<file path="config.mk">
export PLATFORM = sky130hd
export DESIGN_NAME = radix_string_converter_top_flat
export DESIGN_NICKNAME = d
export VERILOG_FILES = /design/src/rsc_pkg.sv /design/src/rsc_if.sv /design/src/radix_string_converter_top.sv /design/src/rsc_divider.sv /design/src/flat_wrapper.sv
export SDC_FILE = /design/constraint.sdc
export NUM_CORES = 1
export LEC_CHECK = 0
export ABC_AREA = 1
export ABC_CLOCK_PERIOD_IN_PS = 4860
export BUFFER_PORTS_ARGS = -buffer_cell sky130_fd_sc_hd__buf_2
export CAP_MARGIN = 20
export CORE_MARGIN = 4
export CORE_UTILIZATION = 45
export CTS_CLUSTER_DIAMETER = 60
export CTS_CLUSTER_SIZE = 24
export DETAILED_ROUTE_END_ITERATION = 10
export GPL_ROUTABILITY_DRIVEN = 0
export PLACE_DENSITY_LB_ADDON = 0.3
export SETUP_SLACK_MARGIN = 0.3
export SLEW_MARGIN = 10
export SYNTH_ARGS = -nofsm -noshare
export SYNTH_HDL_FRONTEND = slang
export SYNTH_SLANG_ARGS = --single-unit
</file>
<file path="constraint.sdc">
create_clock -name clk_i -period 4.86 [get_ports clk_i]
set_clock_uncertainty 0.2 [all_clocks]
set_input_delay 0.243 -clock clk_i [delete_from_list [all_inputs] [get_ports clk_i]]
set_output_delay 0.243 -clock clk_i [all_outputs]
set_load 0.005 [all_outputs]
</file>
<file path="src/rsc_pkg.sv">
// ----------------------------------------------------------------------------
// rsc_pkg
// Shared types, widths and character codes of the radix string converter.
// ----------------------------------------------------------------------------
package rsc_pkg;

  localparam int unsigned VALUE_WIDTH = 32;
  localparam int unsigned MAX_DIGITS  = 32;

  localparam int unsigned CharW   = 8;
  localparam int unsigned BaseW   = 5;
  localparam int unsigned DigitW  = 4;
  localparam int unsigned StatusW = 3;
  localparam int unsigned CfgIdxW = 4;
  localparam int unsigned ProdW   = VALUE_WIDTH + BaseW;
  localparam int unsigned StepW   = $clog2(VALUE_WIDTH);
  localparam int unsigned IdxW    = $clog2(MAX_DIGITS);
  localparam int unsigned CntW    = $clog2(MAX_DIGITS + 1);

  localparam logic [BaseW-1:0] BaseMin      = BaseW'(2);
  localparam logic [BaseW-1:0] BaseMax      = BaseW'(16);
  localparam logic [BaseW-1:0] SrcBaseReset = BaseW'(10);
  localparam logic [BaseW-1:0] TgtBaseReset = BaseW'(2);

  localparam logic [CharW-1:0] CharZero  = 8'h30;  // '0'
  localparam logic [CharW-1:0] CharNine  = 8'h39;  // '9'
  localparam logic [CharW-1:0] CharUpA   = 8'h41;  // 'A'
  localparam logic [CharW-1:0] CharUpF   = 8'h46;  // 'F'
  localparam logic [CharW-1:0] CharPoint = 8'h2E;  // '.'
  localparam logic [CharW-1:0] CharMinus = 8'h2D;  // '-'
  // 'A' - 10, so that a digit of ten or more maps straight onto a letter
  localparam logic [CharW-1:0] CharLetterBase = 8'h37;

  localparam logic [CfgIdxW-1:0] CFG_SOURCE_BASE = CfgIdxW'(0);
  localparam logic [CfgIdxW-1:0] CFG_TARGET_BASE = CfgIdxW'(1);

  typedef enum logic [StatusW-1:0] {
    ST_OK          = 3'd0,
    ST_BAD_DIGIT   = 3'd1,
    ST_NEGATIVE    = 3'd2,
    ST_MULTI_POINT = 3'd3,
    ST_FRACTION    = 3'd4,
    ST_SAME_BASE   = 3'd5,
    ST_OVERFLOW    = 3'd6
  } status_e;

  typedef struct packed {
    logic                   start;
    logic [VALUE_WIDTH-1:0] dividend;
    logic [BaseW-1:0]       divisor;
  } div_ctrl_t;

  typedef struct packed {
    logic                   done;
    logic [VALUE_WIDTH-1:0] quotient;
    logic [DigitW-1:0]      remainder;
  } div_stat_t;

  function automatic logic [BaseW-1:0] clamp_base(logic [BaseW-1:0] b);
    logic [BaseW-1:0] r;
    r = b;
    if (b < BaseMin) r = BaseMin;
    else if (b > BaseMax) r = BaseMax;
    return r;
  endfunction

  function automatic logic [CharW-1:0] digit_to_char(logic [DigitW-1:0] d);
    logic [CharW-1:0] r;
    if (d < DigitW'(10)) r = CharZero + CharW'(d);
    else r = CharLetterBase + CharW'(d);
    return r;
  endfunction

endpackage

</file>
<file path="src/rsc_if.sv">
// ----------------------------------------------------------------------------
// rsc_if
// Handshake channels of the radix string converter: characters in, result
// digits out, and the register write port.
// ----------------------------------------------------------------------------
interface rsc_in_if;
  logic                       valid;
  logic                       ready;
  logic [rsc_pkg::CharW-1:0]  char_code;
  logic                       is_last;

  modport source (output valid, output char_code, output is_last, input ready);
  modport sink   (input valid, input char_code, input is_last, output ready);
endinterface

interface rsc_out_if;
  logic                        valid;
  logic                        ready;
  logic [rsc_pkg::CharW-1:0]   digit_char;
  logic [rsc_pkg::StatusW-1:0] status;
  logic                        last_out;

  modport source (output valid, output digit_char, output status, output last_out,
                  input ready);
  modport sink   (input valid, input digit_char, input status, input last_out,
                  output ready);
endinterface

interface rsc_cfg_if;
  logic                        valid;
  logic                        ready;
  logic [rsc_pkg::CfgIdxW-1:0] index;
  logic [rsc_pkg::BaseW-1:0]   data;

  modport source (output valid, output index, output data, input ready);
  modport sink   (input valid, input index, input data, output ready);
endinterface

</file>
<file path="src/radix_string_converter_top.sv">
// ----------------------------------------------------------------------------
// radix_string_converter_top
// Converts an ASCII numeral in one radix into ASCII digits of another.
// ----------------------------------------------------------------------------
// Usage:
//   cfg_i : register writes, index 0 source base, index 1 target base; always
//           ready. Write only while the block is idle.
//   in_i  : one character word per handshake, most significant first, is_last
//           on the final one. A character that is not last is absorbed (one
//           multiply-add on the accumulator) and gives no result.
//   out_o : result words, most significant digit first, last_out on the final
//           one; or a single error word with digit_char zero.
// For a last character, an error word is registered from the finish state
// once the output register is free; otherwise the finish state starts the
// bit-serial divider (one quotient bit a cycle), run once per target digit,
// then digits leave at one a cycle while the receiver is ready. The input is
// not ready from a last character until the final result word is registered.
// Results sit in an output register; a stalled receiver holds that word and,
// once the final word is registered, the next numeral may already be taken.
// Reset clears the numeral state and loads base ten in and base two out.
// ----------------------------------------------------------------------------
module radix_string_converter_top (
  input  logic       clk_i,
  input  logic       rst_ni,
  rsc_cfg_if.sink    cfg_i,
  rsc_in_if.sink     in_i,
  rsc_out_if.source  out_o
);
  import rsc_pkg::*;

  localparam logic [1:0] S_IDLE   = 2'd0;
  localparam logic [1:0] S_FINISH = 2'd1;
  localparam logic [1:0] S_DIV    = 2'd2;
  localparam logic [1:0] S_EMIT   = 2'd3;

  logic [1:0]             state_q, state_d;
  logic [BaseW-1:0]       src_base_q, tgt_base_q;
  logic [VALUE_WIDTH-1:0] acc_q, acc_d;
  status_e                err_q, err_d;
  logic [1:0]             pts_q, pts_d;
  status_e                code_q, code_d;
  logic [VALUE_WIDTH-1:0] conv_q, conv_d;
  logic [CntW-1:0]        cnt_q, cnt_d;
  logic [DigitW-1:0]      digit_buf_q [MAX_DIGITS];
  logic                   buf_we;
  logic                   emit_rd;

  logic                   out_valid_q, out_valid_d;
  logic [CharW-1:0]       out_char_q, out_char_d;
  status_e                out_status_q, out_status_d;
  logic                   out_last_q, out_last_d;
  logic                   out_free;

  logic [BaseW-1:0]       sb, tb;
  logic                   accept;
  logic [CharW-1:0]       c;
  logic                   is_dec, is_hex;
  logic [DigitW-1:0]      dval;
  logic [ProdW-1:0]       prod;
  status_e                take_err;
  logic [1:0]             take_pts;
  logic [VALUE_WIDTH-1:0] take_acc;
  status_e                final_code;
  logic [IdxW-1:0]        rd_idx;

  div_ctrl_t              div_ctrl;
  div_stat_t              div_stat;

  rsc_divider u_divider (
    .clk_i  (clk_i),
    .rst_ni (rst_ni),
    .ctrl_i (div_ctrl),
    .stat_o (div_stat)
  );

  assign sb = clamp_base(src_base_q);
  assign tb = clamp_base(tgt_base_q);

  assign in_i.ready  = (state_q == S_IDLE);
  assign accept      = in_i.valid && in_i.ready;
  assign cfg_i.ready = 1'b1;
  assign out_free    = !out_valid_q || out_o.ready;

  // Character decode and accumulate
  assign c      = in_i.char_code;
  assign is_dec = (c >= CharZero) && (c <= CharNine);
  assign is_hex = (c >= CharUpA) && (c <= CharUpF);
  assign dval   = is_dec ? DigitW'(c - CharZero) : DigitW'(c - CharLetterBase);
  assign prod   = ProdW'(acc_q) * ProdW'(sb) + ProdW'(dval);

  always_comb begin
    take_err = err_q;
    take_pts = pts_q;
    take_acc = acc_q;
    if (c == CharPoint) begin
      if (pts_q != 2'd2) take_pts = pts_q + 2'd1;
    end else if (c == CharMinus) begin
      if (err_q == ST_OK || err_q == ST_OVERFLOW) take_err = ST_NEGATIVE;
    end else if (!(is_dec || is_hex) || (BaseW'(dval) >= sb)) begin
      if (err_q == ST_OK || err_q == ST_OVERFLOW) take_err = ST_BAD_DIGIT;
    end else if (err_q == ST_OK) begin
      // stop accumulating once the value no longer fits
      if (prod[ProdW-1:VALUE_WIDTH] != '0) take_err = ST_OVERFLOW;
      else take_acc = prod[VALUE_WIDTH-1:0];
    end
  end

  always_comb begin
    if (sb == tb) final_code = ST_SAME_BASE;
    else if (take_err == ST_BAD_DIGIT || take_err == ST_NEGATIVE) final_code = take_err;
    else if (take_pts == 2'd2) final_code = ST_MULTI_POINT;
    else if (take_pts == 2'd1) final_code = ST_FRACTION;
    else final_code = take_err;
  end

  assign rd_idx = IdxW'(cnt_q - CntW'(1));

  // Sequencer
  always_comb begin
    state_d      = state_q;
    acc_d        = acc_q;
    err_d        = err_q;
    pts_d        = pts_q;
    code_d       = code_q;
    conv_d       = conv_q;
    cnt_d        = cnt_q;
    buf_we       = 1'b0;
    emit_rd      = 1'b0;
    out_valid_d  = out_valid_q && !out_o.ready;
    out_char_d   = out_char_q;
    out_status_d = out_status_q;
    out_last_d   = out_last_q;
    div_ctrl.start    = 1'b0;
    div_ctrl.dividend = (state_q == S_FINISH) ? conv_q : div_stat.quotient;
    div_ctrl.divisor  = tb;

    unique case (state_q)
      S_IDLE: begin
        if (accept) begin
          if (in_i.is_last) begin
            acc_d   = '0;
            err_d   = ST_OK;
            pts_d   = '0;
            code_d  = final_code;
            conv_d  = take_acc;
            state_d = S_FINISH;
          end else begin
            acc_d = take_acc;
            err_d = take_err;
            pts_d = take_pts;
          end
        end
      end
      S_FINISH: begin
        if (code_q != ST_OK) begin
          if (out_free) begin
            out_valid_d  = 1'b1;
            out_char_d   = '0;
            out_status_d = code_q;
            out_last_d   = 1'b1;
            state_d      = S_IDLE;
          end
        end else begin
          div_ctrl.start = 1'b1;
          cnt_d          = '0;
          state_d        = S_DIV;
        end
      end
      S_DIV: begin
        if (div_stat.done) begin
          buf_we = 1'b1;
          cnt_d  = cnt_q + CntW'(1);
          if (div_stat.quotient == '0) begin
            state_d = S_EMIT;
          end else if (cnt_q + CntW'(1) >= CntW'(MAX_DIGITS)) begin
            code_d  = ST_OVERFLOW;
            state_d = S_FINISH;
          end else begin
            div_ctrl.start = 1'b1;
          end
        end
      end
      S_EMIT: begin
        if (out_free) begin
          out_valid_d  = 1'b1;
          emit_rd      = 1'b1;
          out_status_d = ST_OK;
          out_last_d   = (cnt_q == CntW'(1));
          cnt_d        = cnt_q - CntW'(1);
          if (cnt_q == CntW'(1)) state_d = S_IDLE;
        end
      end
      default: state_d = S_IDLE;
    endcase
  end

  always_ff @(posedge clk_i or negedge rst_ni) begin
    if (!rst_ni) begin
      state_q     <= S_IDLE;
      src_base_q  <= SrcBaseReset;
      tgt_base_q  <= TgtBaseReset;
      acc_q       <= '0;
      err_q       <= ST_OK;
      pts_q       <= '0;
      code_q      <= ST_OK;
      cnt_q       <= '0;
      out_valid_q <= 1'b0;
    end else begin
      state_q     <= state_d;
      acc_q       <= acc_d;
      err_q       <= err_d;
      pts_q       <= pts_d;
      code_q      <= code_d;
      cnt_q       <= cnt_d;
      out_valid_q <= out_valid_d;
      if (cfg_i.valid && cfg_i.ready) begin
        if (cfg_i.index == CFG_SOURCE_BASE) src_base_q <= cfg_i.data;
        else if (cfg_i.index == CFG_TARGET_BASE) tgt_base_q <= cfg_i.data;
      end
    end
  end

  always_ff @(posedge clk_i) begin
    conv_q       <= conv_d;
    out_status_q <= out_status_d;
    out_last_q   <= out_last_d;
    if (emit_rd) out_char_q <= digit_to_char(digit_buf_q[rd_idx]);
    else out_char_q <= out_char_d;
    if (buf_we) digit_buf_q[cnt_q[IdxW-1:0]] <= div_stat.remainder;
  end

  assign out_o.valid      = out_valid_q;
  assign out_o.digit_char = out_char_q;
  assign out_o.status     = out_status_q;
  assign out_o.last_out   = out_last_q;

endmodule

</file>
<file path="src/rsc_divider.sv">
// ----------------------------------------------------------------------------
// rsc_divider
// Bit-serial restoring divider: one quotient bit per cycle, giving the
// quotient and the remainder (one target digit) of a value by a small base.
// ----------------------------------------------------------------------------
module rsc_divider (
  input  logic               clk_i,
  input  logic               rst_ni,
  input  rsc_pkg::div_ctrl_t ctrl_i,
  output rsc_pkg::div_stat_t stat_o
);
  import rsc_pkg::*;

  logic                   busy_q, busy_d;
  logic                   done_q, done_d;
  logic [StepW-1:0]       cnt_q, cnt_d;
  logic [VALUE_WIDTH-1:0] quo_q, quo_d;
  logic [DigitW-1:0]      rem_q, rem_d;
  logic [BaseW-1:0]       dsr_q, dsr_d;
  logic [BaseW-1:0]       trial;
  logic                   fits;

  // partial remainder shifted left by one, next dividend bit brought in
  assign trial = {rem_q, quo_q[VALUE_WIDTH-1]};
  assign fits  = (trial >= dsr_q);

  always_comb begin
    busy_d = busy_q;
    done_d = 1'b0;
    cnt_d  = cnt_q;
    quo_d  = quo_q;
    rem_d  = rem_q;
    dsr_d  = dsr_q;
    if (ctrl_i.start) begin
      busy_d = 1'b1;
      cnt_d  = '0;
      quo_d  = ctrl_i.dividend;
      rem_d  = '0;
      dsr_d  = ctrl_i.divisor;
    end else if (busy_q) begin
      quo_d = {quo_q[VALUE_WIDTH-2:0], fits};
      rem_d = fits ? DigitW'(trial - dsr_q) : DigitW'(trial);
      cnt_d = cnt_q + StepW'(1);
      if (cnt_q == StepW'(VALUE_WIDTH - 1)) begin
        busy_d = 1'b0;
        done_d = 1'b1;
      end
    end
  end

  always_ff @(posedge clk_i or negedge rst_ni) begin
    if (!rst_ni) begin
      busy_q <= 1'b0;
      done_q <= 1'b0;
      cnt_q  <= '0;
    end else begin
      busy_q <= busy_d;
      done_q <= done_d;
      cnt_q  <= cnt_d;
    end
  end

  always_ff @(posedge clk_i) begin
    quo_q <= quo_d;
    rem_q <= rem_d;
    dsr_q <= dsr_d;
  end

  assign stat_o.done      = done_q;
  assign stat_o.quotient  = quo_q;
  assign stat_o.remainder = rem_q;

endmodule

</file>
<file path="src/flat_wrapper.sv">
// flat-port wrapper written by rule: the top's interface ports become plain ports
module radix_string_converter_top_flat import rsc_pkg::*;
  (clk_i, rst_ni, cfg_i_valid, cfg_i_index, cfg_i_data, cfg_i_ready, in_i_valid, in_i_char_code, in_i_is_last, in_i_ready, out_o_valid, out_o_digit_char, out_o_status, out_o_last_out, out_o_ready);
  rsc_cfg_if cfg_i_i ();
  rsc_in_if in_i_i ();
  rsc_out_if out_o_i ();
  input  logic clk_i;
  input  logic rst_ni;
  input wire logic [$bits(cfg_i_i.valid)-1:0] cfg_i_valid;
  input wire logic [$bits(cfg_i_i.index)-1:0] cfg_i_index;
  input wire logic [$bits(cfg_i_i.data)-1:0] cfg_i_data;
  output wire logic [$bits(cfg_i_i.ready)-1:0] cfg_i_ready;
  input wire logic [$bits(in_i_i.valid)-1:0] in_i_valid;
  input wire logic [$bits(in_i_i.char_code)-1:0] in_i_char_code;
  input wire logic [$bits(in_i_i.is_last)-1:0] in_i_is_last;
  output wire logic [$bits(in_i_i.ready)-1:0] in_i_ready;
  output wire logic [$bits(out_o_i.valid)-1:0] out_o_valid;
  output wire logic [$bits(out_o_i.digit_char)-1:0] out_o_digit_char;
  output wire logic [$bits(out_o_i.status)-1:0] out_o_status;
  output wire logic [$bits(out_o_i.last_out)-1:0] out_o_last_out;
  input wire logic [$bits(out_o_i.ready)-1:0] out_o_ready;
  assign cfg_i_i.valid = cfg_i_valid;
  assign cfg_i_i.index = cfg_i_index;
  assign cfg_i_i.data = cfg_i_data;
  assign cfg_i_ready = cfg_i_i.ready;
  assign in_i_i.valid = in_i_valid;
  assign in_i_i.char_code = in_i_char_code;
  assign in_i_i.is_last = in_i_is_last;
  assign in_i_ready = in_i_i.ready;
  assign out_o_valid = out_o_i.valid;
  assign out_o_digit_char = out_o_i.digit_char;
  assign out_o_status = out_o_i.status;
  assign out_o_last_out = out_o_i.last_out;
  assign out_o_i.ready = out_o_ready;
  radix_string_converter_top u_core (.clk_i(clk_i), .rst_ni(rst_ni), .cfg_i(cfg_i_i), .in_i(in_i_i), .out_o(out_o_i));
endmodule
</file>
==> flow_summary.yaml <==
grt:
  grt_pass1_wl_um: 75470
  grt_pass1_vias: 15062
  antenna_found_initial: 0
  grt_max_degree: 68
  grt_overflow_total: 0
  grt_usage_pct: 20.60
logic_synthesis:
  async_reset_ff_share_pct: 23.74
  synthSimpleGateAreaFrac_pct: 18.16
  synthCells: 2072
  synth_edf_count: 208
  synth-compound-area-share_pct: 9.775
  ys_seq_area_share_pct: 43.15
  synth_fa_ha_area_share_pct: 17.05
  ys_types: 57
  synthMuxAreaShare_pct: 0.6494
  ys_seq_elements: 278
  ys.flop_type: "edfxtp_1"
  syn-num-nets: 2290
  netlist_area_um2: 18500
  syn_avg_cell_area_um2: 8.927
  synth-warning-count: 0
  synth_top_family_by_area: "simple AND/OR/NAND/NOR gates"
  synth-xor-area-share_pct: 2.131
sta:
  setup_viol: 69
  hold_viol_final: 0
  finalCritPeriodShare_pct: 111.0
  worst_pin_slew_ps: 1077
  fmax_mhz: 185.4
  relSlewSlack_pct: 27.62
  final.min_clock_period_ps: 5394
  rsz0062_at_grt: "yes"
  setup_slack_ps: -533.5
  hold_ws_ps: 44.28
  slew_violations: 0
final_layout:
  antennaDiodeCount: 0
  fill_cells: 3549
  final_nets: 2480
  layout_commonest_cell: "nand2_1"
  layout_common_cells: "339 x nand2_1, 338 x inv_1, 259 x nor2_1"
  drive_gt1_share_pct: 24.09
  areaGrowthSynthToFinish_pct: 22.64
  fin_area_um2: 22680
worst_setup_path:
  critical_path.slowest_cell: "dfstp_2"
  cp-endpoint: "u_core.code_q[1]"
  r2r_slack_ps: -530
  slowest_delay_ps: 570
  r2r_cells: 30
  startpoint: "u_core.src_base_q[3]"
  worstPathRequired_ps: 5050
  cp_max_fo: 8
  r2r_start: "u_core.src_base_q[3]"
  r2r-end: "u_core.code_q[1]"
  cp-start-kind: "flip-flop"
  worstPathArrival_ps: 5580
  cpMostUsedCell: "nand2_1"
  path_class: "flip-flop to flip-flop"
  end_kind: "flip-flop"
die:
  die_h_um: 210.7
  num_rows: 74
  die_area_um2: 44410
  die_w_um: 210.7
  core_area_um2: 40740
  ios: 38
  initial_core_util_pct: 45.40
cts:
  cts_buffers: 17
  path_clk_slew_ps: 100
  clock_sinks: 278
  htreeDepth: 1
  insertion_delay_ps: 500
  cts_tree: "built"
  clk_path_buf_depth: 3
  clock-root-buffer: "clkbuf_16"
flow_run:
  maxCapViolCount: 0
status:
  violations: "negative setup slack"
  status: "finished with violations"
route:
  drc_errors: 0
  routedWlPerCell_um: 16.42
  vias: 14400
  routed_wl_um: 46010
  postRouteAntennaNets: 0
  drt_iter0_drc: 843
  vias_per_cell: 5.137
  drt_first_pass_iters: 5
placement:
  portBuffers: 35
  place_area_um2: 20900
  place_hpwl_um: 33690
worst_hold_path:
  hold_path.class: "input pin to flip-flop"
worst min-delay path by stage:
stage / startpoint / endpoint / slack [ps] / cells past startpoint
after global routing: cfg_i_index[0] / u_core.src_base_q[3] / 50 / 3
after floorplan: rst_ni / u_core.acc_q[0] / -250 / 0
after detailed placement: rst_ni / u_core.acc_q[3] / 230 / 1
final: cfg_i_index[2] / u_core.tgt_base_q[1] / 40 / 4
after CTS: cfg_i_index[0] / u_core.src_base_q[3] / 20 / 3
after global placement: rst_ni / u_core.acc_q[3] / 240 / 1
kinds of logic (layout without fill, tap and decap cells):
logic type	count (synthesis)	in the layout
compound gates	290	290
flops	278	278
other cells	2	2
simple gates	829	829
buf+inv	424	623
fa+ha+maj	195	195
xor+xnor	42	42
mux	12	12
layer usage:
| layer | global-route usage [%] | routed length, µm |
|---|---|---|
| met2 | 36.57 | 23040 |
| met3 | 2.020 | 2026 |
| met5 | 0 | 0 |
| met4 | 6.416 | 1574 |
| met1 | 26.80 | 19380 |
layout make-up:
type | count | area, µm² | area share (%)
clock inverters | 8 | 121.4 | 0.5350
well taps | 532 | 665.6 | 2.934
flip-flops and latches | 278 | 7983 | 35.19
multi-input cells | 1370 | 10140 | 44.69
inverters | 358 | 1351 | 5.957
repair buffers | 237 | 1988 | 8.764
clock buffers | 20 | 436.7 | 1.925
what timing repair did:
item | 4_1_cts | 5_1_grt
cloned | 5 | 1
setup buffers | 7 | 13
endpoints found under the hold margin | 75 | 0
hold buffers | 8 | 0
pin swaps | 33 | 58
resized for setup | 102 | 124
endpoints found under the setup margin | 69 | 69
critical path, delay by kind of cell, from the launching register on:
kind / cells / cell delay [ps]
fa+ha+maj: 4 / 1860
simple gates: 15 / 1300
buf+inv: 7 / 780
flops: 1 / 570
compound gates: 4 / 550
flip-flops by register name, indices dropped and copies added (netlist names):
register,cells
u_core.digit_buf_q,128
u_core.conv_q,32
u_core.acc_q,32
u_core.pts_q,2
u_core.u_divider.rem_q,4
u_core.err_q,3
u_core.src_base_q,5
u_core.tgt_base_q,5
u_core.code_q,3
u_core.out_o.status,3
u_core.out_o.digit_char,7
u_core.u_divider.cnt_q,5
u_core.state_q,2
u_core.u_divider.quo_q,32
u_core.out_o.valid,1
u_core.u_divider.dsr_q,5
u_core.out_o.last_out,1
u_core.u_divider.busy_q,1
u_core.u_divider.done_q,1
u_core.cnt_q,6
synth_stat cells, types with 12 or more instances:
cell	n	area share [%]
nand2_1	400	8.1
inv_1	350	7.1
nor2_1	323	6.6
edfxtp_1	208	34
o21ai_0	107	2.9
ha_1	100	6.8
fa_1	95	10
dfrtp_1	63	8.5
a21oi_1	52	1.4
nand3_1	40	1.1
clkbuf_1	33	0.67
o21ai_2	29	1.4
o32ai_1	22	1.0
xor2_1	22	1.0
nand2_2	21	0.71
buf_2	18	0.49
o21ai_1	18	0.49
xnor2_1	18	0.85
o211ai_1	14	0.57
o221ai_1	14	0.66
mux2i_1	12	0.65
metrics by stage:
stage | util (%) | setup TNS (ps) | setup slack, ps | instances
after floorplan | - | 0 | 24.51 | 2072
after global placement | 51.24 | -30190 | -508.2 | 2740
after detailed placement | 51.31 | -34320 | -598.6 | 2741
after CTS | 54.21 | -22590 | -404.7 | 2789
after global routing | 55.68 | -46250 | -767.8 | 2803
final | 55.68 | -31060 | -533.5 | 2803
Power is left out: the tool's default activity adds up to more than one toggle a clock period on the data nets, which glitch-free logic cannot reach.
